### src/hdl/tid_pkg.sv
// Thumb instruction decoder package: instruction class codes, opcode field
// constants and the decoded field bundle shared by the pipeline stages.
// No dependencies.
`default_nettype none

package tid_pkg;

  typedef enum logic [4:0] {
    ClsMoveShift     = 5'd0,
    ClsAddReg        = 5'd1,
    ClsSubReg        = 5'd2,
    ClsMovImm        = 5'd3,
    ClsCmpImm        = 5'd4,
    ClsAddImm        = 5'd5,
    ClsSubImm        = 5'd6,
    ClsAluOp         = 5'd7,
    ClsHiRegOp       = 5'd8,
    ClsPcRelLoad     = 5'd9,
    ClsStoreImmOff   = 5'd10,
    ClsLoadImmOff    = 5'd11,
    ClsStoreRegOff   = 5'd12,
    ClsLoadRegOff    = 5'd13,
    ClsStoreHalf     = 5'd14,
    ClsLoadHalf      = 5'd15,
    ClsSignHalf      = 5'd16,
    ClsSpRelStore    = 5'd17,
    ClsSpRelLoad     = 5'd18,
    ClsOffsetSp      = 5'd19,
    ClsLoadAddr      = 5'd20,
    ClsLoadMulti     = 5'd21,
    ClsStoreMulti    = 5'd22,
    ClsPush          = 5'd23,
    ClsPop           = 5'd24,
    ClsBranch        = 5'd25,
    ClsCondBranch    = 5'd26,
    ClsLongBrPrep    = 5'd27,
    ClsLongBranch    = 5'd28,
    ClsLongBlx       = 5'd29
  } class_e;

  localparam logic [1:0] ShiftLsl     = 2'd0;
  localparam logic [1:0] AddSubGroup  = 2'd3;
  localparam logic [1:0] HiOpBx       = 2'd3;
  localparam logic [1:0] PushPopSel   = 2'd2;
  localparam logic [3:0] CondSwi      = 4'hF;

  typedef struct packed {
    logic [3:0] dest_reg;
    logic [3:0] src_reg;
    logic [2:0] third_reg;
    logic [3:0] sub_op;
    logic       imm_operand;
    logic       byte_access;
    logic [7:0] reg_mask;
    logic       extra_reg;
    logic       is_swi;
    logic       base_writeback;
  } fields_t;

endpackage

`default_nettype wire

### src/hdl/thumb_instruction_decoder.sv
// Thumb instruction decoder top level: four-stage pipeline around the class
// and field decoders. Depends on tid_pkg, tid_classify and tid_field_dec.
//
// Usage:
//   Input channel: in_valid_i / in_ready_o carry one 16-bit Thumb halfword
//   (instr_word_i) per transfer. Output channel: out_valid_o / out_ready_i
//   carry one decoded result per input transfer, in order.
//   Stages: input register, class register, field register, output register
//   (immediate formed in the last stage). Throughput is one halfword per
//   cycle while the receiver keeps out_ready_i high.
//   Each stage holds its item until the next stage frees up, so when the
//   receiver stalls the pipeline fills, up to four items, and in_ready_o
//   drops only once every stage is occupied. Bubbles collapse on the way.
//   Reset clears all stage valid bits; the block then accepts at once.
`default_nettype none

module thumb_instruction_decoder (
  input  wire logic               clk_i,
  input  wire logic               rst_ni,
  input  wire logic               in_valid_i,
  output logic                    in_ready_o,
  input  wire logic [15:0]        instr_word_i,
  output logic                    out_valid_o,
  input  wire logic               out_ready_i,
  output logic [4:0]              instr_class_o,
  output logic [3:0]              dest_reg_o,
  output logic [3:0]              src_reg_o,
  output logic [2:0]              third_reg_o,
  output logic [3:0]              sub_op_o,
  output logic signed [22:0]      immediate_o,
  output logic                    imm_operand_o,
  output logic                    byte_access_o,
  output logic [7:0]              reg_mask_o,
  output logic                    extra_reg_o,
  output logic                    is_swi_o,
  output logic                    base_writeback_o
);

  logic v1_q, v2_q, v3_q, vo_q;
  logic rdy1, rdy2, rdy3, rdyo;

  logic [15:0] w1_q, w2_q, w3_q;
  tid_pkg::class_e cls_d, cls2_q, cls3_q;
  tid_pkg::fields_t fld_d, fld3_q, fld_o_q;
  tid_pkg::class_e cls_o_q;
  logic [22:0] imm_d, imm_o_q;

  assign rdyo       = ~vo_q | out_ready_i;
  assign rdy3       = ~v3_q | rdyo;
  assign rdy2       = ~v2_q | rdy3;
  assign rdy1       = ~v1_q | rdy2;
  assign in_ready_o = rdy1;

  tid_classify u_classify (
    .word_i (w1_q),
    .cls_o  (cls_d)
  );

  tid_field_dec u_field_dec (
    .word_i   (w2_q),
    .cls_i    (cls2_q),
    .fields_o (fld_d)
  );

  always_comb begin
    imm_d = '0;
    case (cls3_q)
      tid_pkg::ClsMoveShift: begin
        if ((w3_q[12:11] != tid_pkg::ShiftLsl) && (w3_q[10:6] == 5'd0)) begin
          imm_d = 23'd32;
        end else begin
          imm_d = {18'd0, w3_q[10:6]};
        end
      end
      tid_pkg::ClsAddReg, tid_pkg::ClsSubReg: begin
        imm_d = w3_q[10] ? {20'd0, w3_q[8:6]} : 23'd0;
      end
      tid_pkg::ClsMovImm, tid_pkg::ClsCmpImm, tid_pkg::ClsAddImm, tid_pkg::ClsSubImm: begin
        imm_d = {15'd0, w3_q[7:0]};
      end
      tid_pkg::ClsPcRelLoad, tid_pkg::ClsSpRelStore, tid_pkg::ClsSpRelLoad,
      tid_pkg::ClsLoadAddr: begin
        imm_d = {13'd0, w3_q[7:0], 2'b00};
      end
      tid_pkg::ClsStoreImmOff, tid_pkg::ClsLoadImmOff: begin
        imm_d = w3_q[12] ? {18'd0, w3_q[10:6]} : {16'd0, w3_q[10:6], 2'b00};
      end
      tid_pkg::ClsStoreHalf, tid_pkg::ClsLoadHalf: begin
        imm_d = {17'd0, w3_q[10:6], 1'b0};
      end
      tid_pkg::ClsOffsetSp: begin
        if (w3_q[7]) begin
          imm_d = 23'd0 - {14'd0, w3_q[6:0], 2'b00};
        end else begin
          imm_d = {14'd0, w3_q[6:0], 2'b00};
        end
      end
      tid_pkg::ClsCondBranch: begin
        if (w3_q[11:8] == tid_pkg::CondSwi) begin
          imm_d = {15'd0, w3_q[7:0]};
        end else begin
          imm_d = {{14{w3_q[7]}}, w3_q[7:0], 1'b0};
        end
      end
      tid_pkg::ClsBranch: begin
        imm_d = {{11{w3_q[10]}}, w3_q[10:0], 1'b0};
      end
      tid_pkg::ClsLongBrPrep: begin
        imm_d = {w3_q[10:0], 12'd0};
      end
      tid_pkg::ClsLongBranch, tid_pkg::ClsLongBlx: begin
        imm_d = {11'd0, w3_q[10:0], 1'b0};
      end
      default: begin
        imm_d = '0;
      end
    endcase
  end

  always_ff @(posedge clk_i or negedge rst_ni) begin
    if (!rst_ni) begin
      v1_q <= 1'b0;
      v2_q <= 1'b0;
      v3_q <= 1'b0;
      vo_q <= 1'b0;
    end else begin
      if (rdy1) v1_q <= in_valid_i;
      if (rdy2) v2_q <= v1_q;
      if (rdy3) v3_q <= v2_q;
      if (rdyo) vo_q <= v3_q;
    end
  end

  always_ff @(posedge clk_i) begin
    if (rdy1 && in_valid_i) begin
      w1_q <= instr_word_i;
    end
    if (rdy2 && v1_q) begin
      w2_q   <= w1_q;
      cls2_q <= cls_d;
    end
    if (rdy3 && v2_q) begin
      w3_q   <= w2_q;
      cls3_q <= cls2_q;
      fld3_q <= fld_d;
    end
    if (rdyo && v3_q) begin
      cls_o_q <= cls3_q;
      fld_o_q <= fld3_q;
      imm_o_q <= imm_d;
    end
  end

  assign out_valid_o      = vo_q;
  assign instr_class_o    = 5'(cls_o_q);
  assign dest_reg_o       = fld_o_q.dest_reg;
  assign src_reg_o        = fld_o_q.src_reg;
  assign third_reg_o      = fld_o_q.third_reg;
  assign sub_op_o         = fld_o_q.sub_op;
  assign immediate_o      = $signed(imm_o_q);
  assign imm_operand_o    = fld_o_q.imm_operand;
  assign byte_access_o    = fld_o_q.byte_access;
  assign reg_mask_o       = fld_o_q.reg_mask;
  assign extra_reg_o      = fld_o_q.extra_reg;
  assign is_swi_o         = fld_o_q.is_swi;
  assign base_writeback_o = fld_o_q.base_writeback;

endmodule

`default_nettype wire

### src/hdl/tid_classify.sv
// Instruction class decode from the opcode bits of a Thumb halfword.
// Depends on tid_pkg.
`default_nettype none

module tid_classify (
  input  wire logic [15:0]     word_i,
  output tid_pkg::class_e      cls_o
);

  always_comb begin
    cls_o = tid_pkg::ClsLongBrPrep;
    if (word_i[15:13] == 3'b000) begin
      if (word_i[12:11] != tid_pkg::AddSubGroup) begin
        cls_o = tid_pkg::ClsMoveShift;
      end else begin
        cls_o = word_i[9] ? tid_pkg::ClsSubReg : tid_pkg::ClsAddReg;
      end
    end else if (word_i[15:13] == 3'b001) begin
      cls_o = tid_pkg::class_e'(5'(tid_pkg::ClsMovImm) + {3'b000, word_i[12:11]});
    end else if (word_i[15:10] == 6'b010000) begin
      cls_o = tid_pkg::ClsAluOp;
    end else if (word_i[15:10] == 6'b010001) begin
      cls_o = tid_pkg::ClsHiRegOp;
    end else if (word_i[15:11] == 5'b01001) begin
      cls_o = tid_pkg::ClsPcRelLoad;
    end else if (word_i[15:12] == 4'b0101) begin
      if (word_i[9]) begin
        cls_o = tid_pkg::ClsSignHalf;
      end else begin
        cls_o = word_i[11] ? tid_pkg::ClsLoadRegOff : tid_pkg::ClsStoreRegOff;
      end
    end else if (word_i[15:13] == 3'b011) begin
      cls_o = word_i[11] ? tid_pkg::ClsLoadImmOff : tid_pkg::ClsStoreImmOff;
    end else if (word_i[15:12] == 4'b1000) begin
      cls_o = word_i[11] ? tid_pkg::ClsLoadHalf : tid_pkg::ClsStoreHalf;
    end else if (word_i[15:12] == 4'b1001) begin
      cls_o = word_i[11] ? tid_pkg::ClsSpRelLoad : tid_pkg::ClsSpRelStore;
    end else if (word_i[15:12] == 4'b1010) begin
      cls_o = tid_pkg::ClsLoadAddr;
    end else if (word_i[15:12] == 4'b1011) begin
      if (word_i[10:9] == tid_pkg::PushPopSel) begin
        cls_o = word_i[11] ? tid_pkg::ClsPop : tid_pkg::ClsPush;
      end else begin
        cls_o = tid_pkg::ClsOffsetSp;
      end
    end else if (word_i[15:12] == 4'b1100) begin
      cls_o = word_i[11] ? tid_pkg::ClsLoadMulti : tid_pkg::ClsStoreMulti;
    end else if (word_i[15:12] == 4'b1101) begin
      cls_o = tid_pkg::ClsCondBranch;
    end else if (word_i[15:11] == 5'b11100) begin
      cls_o = tid_pkg::ClsBranch;
    end else if (word_i[15:11] == 5'b11101) begin
      cls_o = tid_pkg::ClsLongBlx;
    end else begin
      cls_o = word_i[11] ? tid_pkg::ClsLongBranch : tid_pkg::ClsLongBrPrep;
    end
  end

endmodule

`default_nettype wire

### src/hdl/tid_field_dec.sv
// Register, sub-operation and flag extraction for a classified Thumb halfword.
// Depends on tid_pkg.
`default_nettype none

module tid_field_dec (
  input  wire logic [15:0]     word_i,
  input  wire tid_pkg::class_e cls_i,
  output tid_pkg::fields_t     fields_o
);

  logic [2:0] lo3, mid3, hi3, r8;

  assign lo3  = word_i[2:0];
  assign mid3 = word_i[5:3];
  assign hi3  = word_i[8:6];
  assign r8   = word_i[10:8];

  always_comb begin
    fields_o = '0;
    case (cls_i)
      tid_pkg::ClsMoveShift: begin
        fields_o.dest_reg = {1'b0, lo3};
        fields_o.src_reg  = {1'b0, mid3};
        fields_o.sub_op   = {2'b00, word_i[12:11]};
      end
      tid_pkg::ClsAddReg, tid_pkg::ClsSubReg: begin
        fields_o.dest_reg    = {1'b0, lo3};
        fields_o.src_reg     = {1'b0, mid3};
        fields_o.imm_operand = word_i[10];
        fields_o.third_reg   = word_i[10] ? 3'd0 : hi3;
      end
      tid_pkg::ClsMovImm, tid_pkg::ClsCmpImm, tid_pkg::ClsAddImm, tid_pkg::ClsSubImm,
      tid_pkg::ClsPcRelLoad, tid_pkg::ClsSpRelStore, tid_pkg::ClsSpRelLoad: begin
        fields_o.dest_reg = {1'b0, r8};
      end
      tid_pkg::ClsLoadAddr: begin
        fields_o.dest_reg  = {1'b0, r8};
        fields_o.extra_reg = word_i[11];
      end
      tid_pkg::ClsAluOp: begin
        fields_o.dest_reg = {1'b0, lo3};
        fields_o.src_reg  = {1'b0, mid3};
        fields_o.sub_op   = word_i[9:6];
      end
      tid_pkg::ClsHiRegOp: begin
        fields_o.dest_reg  = {word_i[7], lo3};
        fields_o.src_reg   = {word_i[6], mid3};
        fields_o.sub_op    = {2'b00, word_i[9:8]};
        fields_o.extra_reg = (word_i[9:8] == tid_pkg::HiOpBx) && word_i[7];
      end
      tid_pkg::ClsStoreRegOff, tid_pkg::ClsLoadRegOff: begin
        fields_o.dest_reg    = {1'b0, lo3};
        fields_o.src_reg     = {1'b0, mid3};
        fields_o.third_reg   = hi3;
        fields_o.byte_access = word_i[10];
      end
      tid_pkg::ClsSignHalf: begin
        fields_o.dest_reg  = {1'b0, lo3};
        fields_o.src_reg   = {1'b0, mid3};
        fields_o.third_reg = hi3;
        fields_o.sub_op    = {2'b00, word_i[11:10]};
      end
      tid_pkg::ClsStoreImmOff, tid_pkg::ClsLoadImmOff: begin
        fields_o.dest_reg    = {1'b0, lo3};
        fields_o.src_reg     = {1'b0, mid3};
        fields_o.byte_access = word_i[12];
      end
      tid_pkg::ClsStoreHalf, tid_pkg::ClsLoadHalf: begin
        fields_o.dest_reg = {1'b0, lo3};
        fields_o.src_reg  = {1'b0, mid3};
      end
      tid_pkg::ClsPush, tid_pkg::ClsPop: begin
        fields_o.reg_mask  = word_i[7:0];
        fields_o.extra_reg = word_i[8];
      end
      tid_pkg::ClsLoadMulti: begin
        fields_o.third_reg      = r8;
        fields_o.reg_mask       = word_i[7:0];
        fields_o.base_writeback = ~word_i[{1'b0, r8}];
      end
      tid_pkg::ClsStoreMulti: begin
        fields_o.third_reg      = r8;
        fields_o.reg_mask       = word_i[7:0];
        fields_o.base_writeback = 1'b1;
      end
      tid_pkg::ClsCondBranch: begin
        fields_o.sub_op = word_i[11:8];
        fields_o.is_swi = (word_i[11:8] == tid_pkg::CondSwi);
      end
      default: begin
        fields_o = '0;
      end
    endcase
  end

endmodule

`default_nettype wire

### config.mk
export PLATFORM = sky130hd
export DESIGN_NAME = thumb_instruction_decoder
export DESIGN_NICKNAME = d
export VERILOG_FILES = /design/src/hdl/tid_pkg.sv /design/src/hdl/thumb_instruction_decoder.sv /design/src/hdl/tid_classify.sv /design/src/hdl/tid_field_dec.sv
export SDC_FILE = /design/constraint.sdc
export NUM_CORES = 1
export LEC_CHECK = 0
export ABC_AREA = 1
export BUFFER_PORTS_ARGS = -buffer_cell sky130_fd_sc_hd__buf_2
export CAP_MARGIN = 10
export CORE_MARGIN = 4
export CORE_UTILIZATION = 45
export CTS_CLUSTER_SIZE = 20
export DETAILED_ROUTE_END_ITERATION = 6
export GPL_TIMING_DRIVEN = 0
export PLACE_DENSITY = 0.62
export SYNTH_ARGS = -nofsm -noshare
export SYNTH_HDL_FRONTEND = slang
export SYNTH_HIERARCHICAL = 1
export SYNTH_SLANG_ARGS = --single-unit
### constraint.sdc
create_clock -name clk_i -period 4.2 [get_ports clk_i]
set_input_delay 0.84 -clock clk_i [delete_from_list [all_inputs] [get_ports clk_i]]
set_output_delay 0.84 -clock clk_i [all_outputs]
set_load 0.05 [all_outputs]
# == Word level (Yosys, flattened, before mapping) ==
# Index checks and enable logic that the tools add are counted.
# Widths: inputs -> output; s select.
# totals
ff_bits,140
input_bits,20
out_inout_bits,58
# op_classes
add_sub_neg,2
magnitude_cmp,1
n_eq_ne,63
n_mux,42
bitwise,9
reduce_logical,26
# ops
cell,n
$pmux 23 s11,1
$eq 5x5->1 const B,20
$mux 5,18
$eq 5x4->1 const B,14
$mux 23,2
$eq 5x3->1 const B,7
$eq 4x4->1 const B,8
$eq 5x2->1 const B,4
$pmux 4 s5,1
$reduce_or 2->1,9
$logic_not 5->1,3
$eq 6x5->1 const B,2
$pmux 4 s3,1
$reduce_or 4->1,3
$reduce_or 11->1,1
$eq 5x1->1 const B,2
$sub 1x9->10 const A,1
$mux 3,3
$pmux 3 s3,1
$pmux 4 s2,1
$reduce_or 8->1,1
$mux 7,1
$logic_and 1x1->1,6
$mux 2,3
18 further kinds,30

# == Logic depth before layout (Yosys ltp) ==
# logic_depth
depth_word,16
mapped_depth,16
mapped_depth_nobuf,16

# == Hierarchy ==
# Netlist, hierarchy kept.
# modules_own_cells
mod,n_inst,cells_per_inst,area_per_inst_um2,seq_area_each_um2
thumb_instruction_decoder,1,391,5422.7,4274.1
tid_field_dec,1,148,690.7,0.0
tid_classify,1,104,523.0,0.0

# == Least setup slack after synthesis ==
# Ideal clock, no wire load.
# synth_path
kind,input to register
from,in out_ready_i
to,"reg fld_o_q (netlist bit base_writeback_o), enable pin"
setup_time_ps,471
t_arrival_ps,3248
setup_slack_ps,481
cell_stages,2
n_path_buf,0
cell_sequence,nor2_1 -> nor2_1
# synth_between
elab_chain_len,2
# synth_rtl
element,line_no,text
"start, declared",thumb_instruction_decoder.sv:24,"input wire logic out_ready_i,"
$or 1x1->1,thumb_instruction_decoder.sv:48,assign rdyo = ~vo_q | out_ready_i;
$logic_and 1x1->1,thumb_instruction_decoder.sv:147,if (rdyo && v3_q) begin
"end signal, assigned",thumb_instruction_decoder.sv:149,fld_o_q <= fld3_q;
"end, declared",thumb_instruction_decoder.sv:44,"tid_pkg::fields_t fld_d, fld3_q, fld_o_q;"
# Every way passes these cells.
# A chain may end at the register's enable or synchronous reset.

# == Worst setup path after layout ==
# layout_path
from,in out_ready_i
to,out in_ready_o
# layout_between
elab_chain_len,4
# layout_rtl
element,line_no,text
$or 1x1->1,thumb_instruction_decoder.sv:48,
$or 1x1->1,thumb_instruction_decoder.sv:49,assign rdy3 = ~v3_q | rdyo;
$or 1x1->1,thumb_instruction_decoder.sv:50,assign rdy2 = ~v2_q | rdy3;
$or 1x1->1,thumb_instruction_decoder.sv:51,assign rdy1 = ~v1_q | rdy2;
"end, declared",thumb_instruction_decoder.sv:21,"output logic in_ready_o,"
# Every way passes these cells.

==> flow_summary.yaml <==
setup_path:
  arrival_ns: 1.85
  r2r-start: "w1_q[11]"
  worst-setup-path-type: "input pin to output port"
  r2r-end: "cls2_q[0]"
  cp_max_fo: 3
  cp-end-kind: "output port"
  reg2reg_slack_ns: 2.03
  critPathRequiredTime_ns: 3.36
  start_kind: "input pin"
  worst_r2r_path_depth: 16
hold_path:
  hold_class: "input pin to asynchronous set/reset pin"
die:
  die_h_um: 129
  placeableCoreArea_sq_mm: 0.0140
  dieArea_sq_mm: 0.0165
  io_pins: 78
  start_util_pct: 46.6
  rows: 43
  die_w_um: 129
cts:
  cts.sinks: 140
  tritoncts: "yes"
  post_cts_buffers: 0
  path_clk_slew_ns: 0.06
  ctsResizeCount: 0
  cts_hold_buf: 0
  clock_latency_ns: 0.42
  cts-root-buf: "clkbuf_16"
  h-tree-depth: 4
  cts_buffer_depth: 2
  numCtsBuffers: 17
sta:
  fin_crit_ns: 2.69
  fmax_ghz: 0.371
  fin_hold_ws_ns: 0.220
  fin_skew_ns: 0.0120
  rsz0062_at_grt: "false"
  finalHoldViolations: 0
  slew_headroom_pct: 56.1
  tns_ns: 0
  tightest_slew_ns: 0.657
  fin_crit_sh_pct: 64.1
  setup_viol: 0
  setup_slack_ns: 1.51
  slew_viol_final: 0
global_routing:
  globalRouteTotalUtil_pct: 17.1
  antenna_found_initial: 0
  grt_pass1_vias: 4519
  grt_max_degree: 47
  use_met2_pct: 28.2
  grt-busiest-layer: "met2"
  grt_pass1_wl_mm: 21.8
  grt_use_met3_pct: 4.86
  grt_overflow: 0
  grtUsageMet1_pct: 21.1
final_layout:
  fin_util_pct: 55.7
  diodes: 0
  drive_gt1_share_pct: 25.1
  area_growth_pct: 19.5
  nets: 763
  num-fill-cells: 1201
  final_cell_area_sq_mm: 0.00782
place:
  hpwl_mm: 9.85
  dp_slack_ns: 1.50
  postPlaceCellArea_sq_mm: 0.00720
  portBuffers: 77
  gp_congestion: 0.908
route:
  vias: 4742
  routedWlPerCell_um: 14.4
  viasPerCell: 5.09
  wirelength_mm: 13.4
  drt_pass1_iterations: 7
  drcViolationCount: 0
  drt-initial-drc-count: 445
  ant_nets: 0
synthesis:
  syn_nets: 664
  ys_warn_count: 6
  synthCells: 640
  syn_area_sq_mm: 0.00655
  syn_area_per_cell_sq_um: 10.2
power_and_ir_drop:
  intPower_uw: 3120
  power.share.clock_pct: 31.8
  pwr-share-seq_pct: 42.5
  comb_power_share_pct: 25.7
  p_sw_uw: 1690
  power_density_mw_per_mm2: 615
  swShare_pct: 35.1
  leakagePower_uw: 0.00344
  ir_drop_uv: 344
flow_run:
  max-cap-violations: 0
status:
  outcome: "finished clean"
layout by cell type, fill, tap and decap left out, types with 8 or more instances in the layout:
master	count
nor2_1	55
buf_2	82
a21oi_1	13
edfxtp_1	136
o21ai_2	14
nand4_1	14
nand2_1	186
o21ai_0	13
inv_2	15
inv_1	63
nor2_2	15
clkbuf_16	17
nand3_1	56
nor2_4	8
worst max path at each step:
stage	start	to	slack (ns)	cells after the start
6_report	out_ready_i	in_ready_o	1.51	8
5_1_grt	out_ready_i	in_ready_o	1.36	8
4_1_cts	out_ready_i	in_ready_o	1.50	8
3_5_place_dp	out_ready_i	in_ready_o	1.50	8
3_3_place_gp	out_ready_i	src_reg_o[3]	-0.69	3
2_1_floorplan	out_ready_i	base_writeback_o	0.48	2
power groups by stage:
| stage | clock network (uW) | logic, uW | registers [uW] |
|---|---|---|---|
| floorplan | 0 | 476 | 2510 |
| global placement | 0 | 1210 | 2090 |
| detailed placement | 0 | 1240 | 2080 |
| CTS | 1570 | 1250 | 2050 |
| global route | 1640 | 1340 | 2070 |
| finish | 1530 | 1240 | 2050 |
per-layer routing:
layer	vias to the layer above	part of all wire, %
met1	2197	42
met4	0	2.8
met2	155	49
met5	-	0
met3	31	6.1
li1	2359	-
worst max-delay path, cell delays in order:
cell and delay, ns:
buf_2 0.10, nor2_1 0.21, inv_1 0.09, nor2_1 0.13, nand2_1 0.10, nor2_1 0.12, inv_1 0.07, buf_2 0.21
per-stage QoR:
stage                     cells  power (uW)
after floorplan             640        2990
after CTS                   931        4860
after global routing        932        5050
after detailed placement    899        3320
after global placement      897        3300
final                       932        4810
state kept, by name, indices dropped and copies added, names as in the netlist, 5 cells and up:
name,cells
cls2_q,5
cls3_q,5
fld3_q,28
immediate_o,23
instr_class_o,5
reg_mask_o,8
w1_q,16
w2_q,13
w3_q,13
area by class of cell:
type	instances	area, sq um	share of cell area (%)
Clock buffer	18	429	5.49
Sequential cell	140	4180	53.5
Tap cell	180	225	2.88
Timing Repair Buffer	80	433	5.53
Clock inverter	14	181	2.32
Multi-Input combinational cell	410	2000	25.5
Inverter	79	297	3.79
Buffer	11	77.6	0.992
No activity file was read; power rests on OpenSTA's default activity.
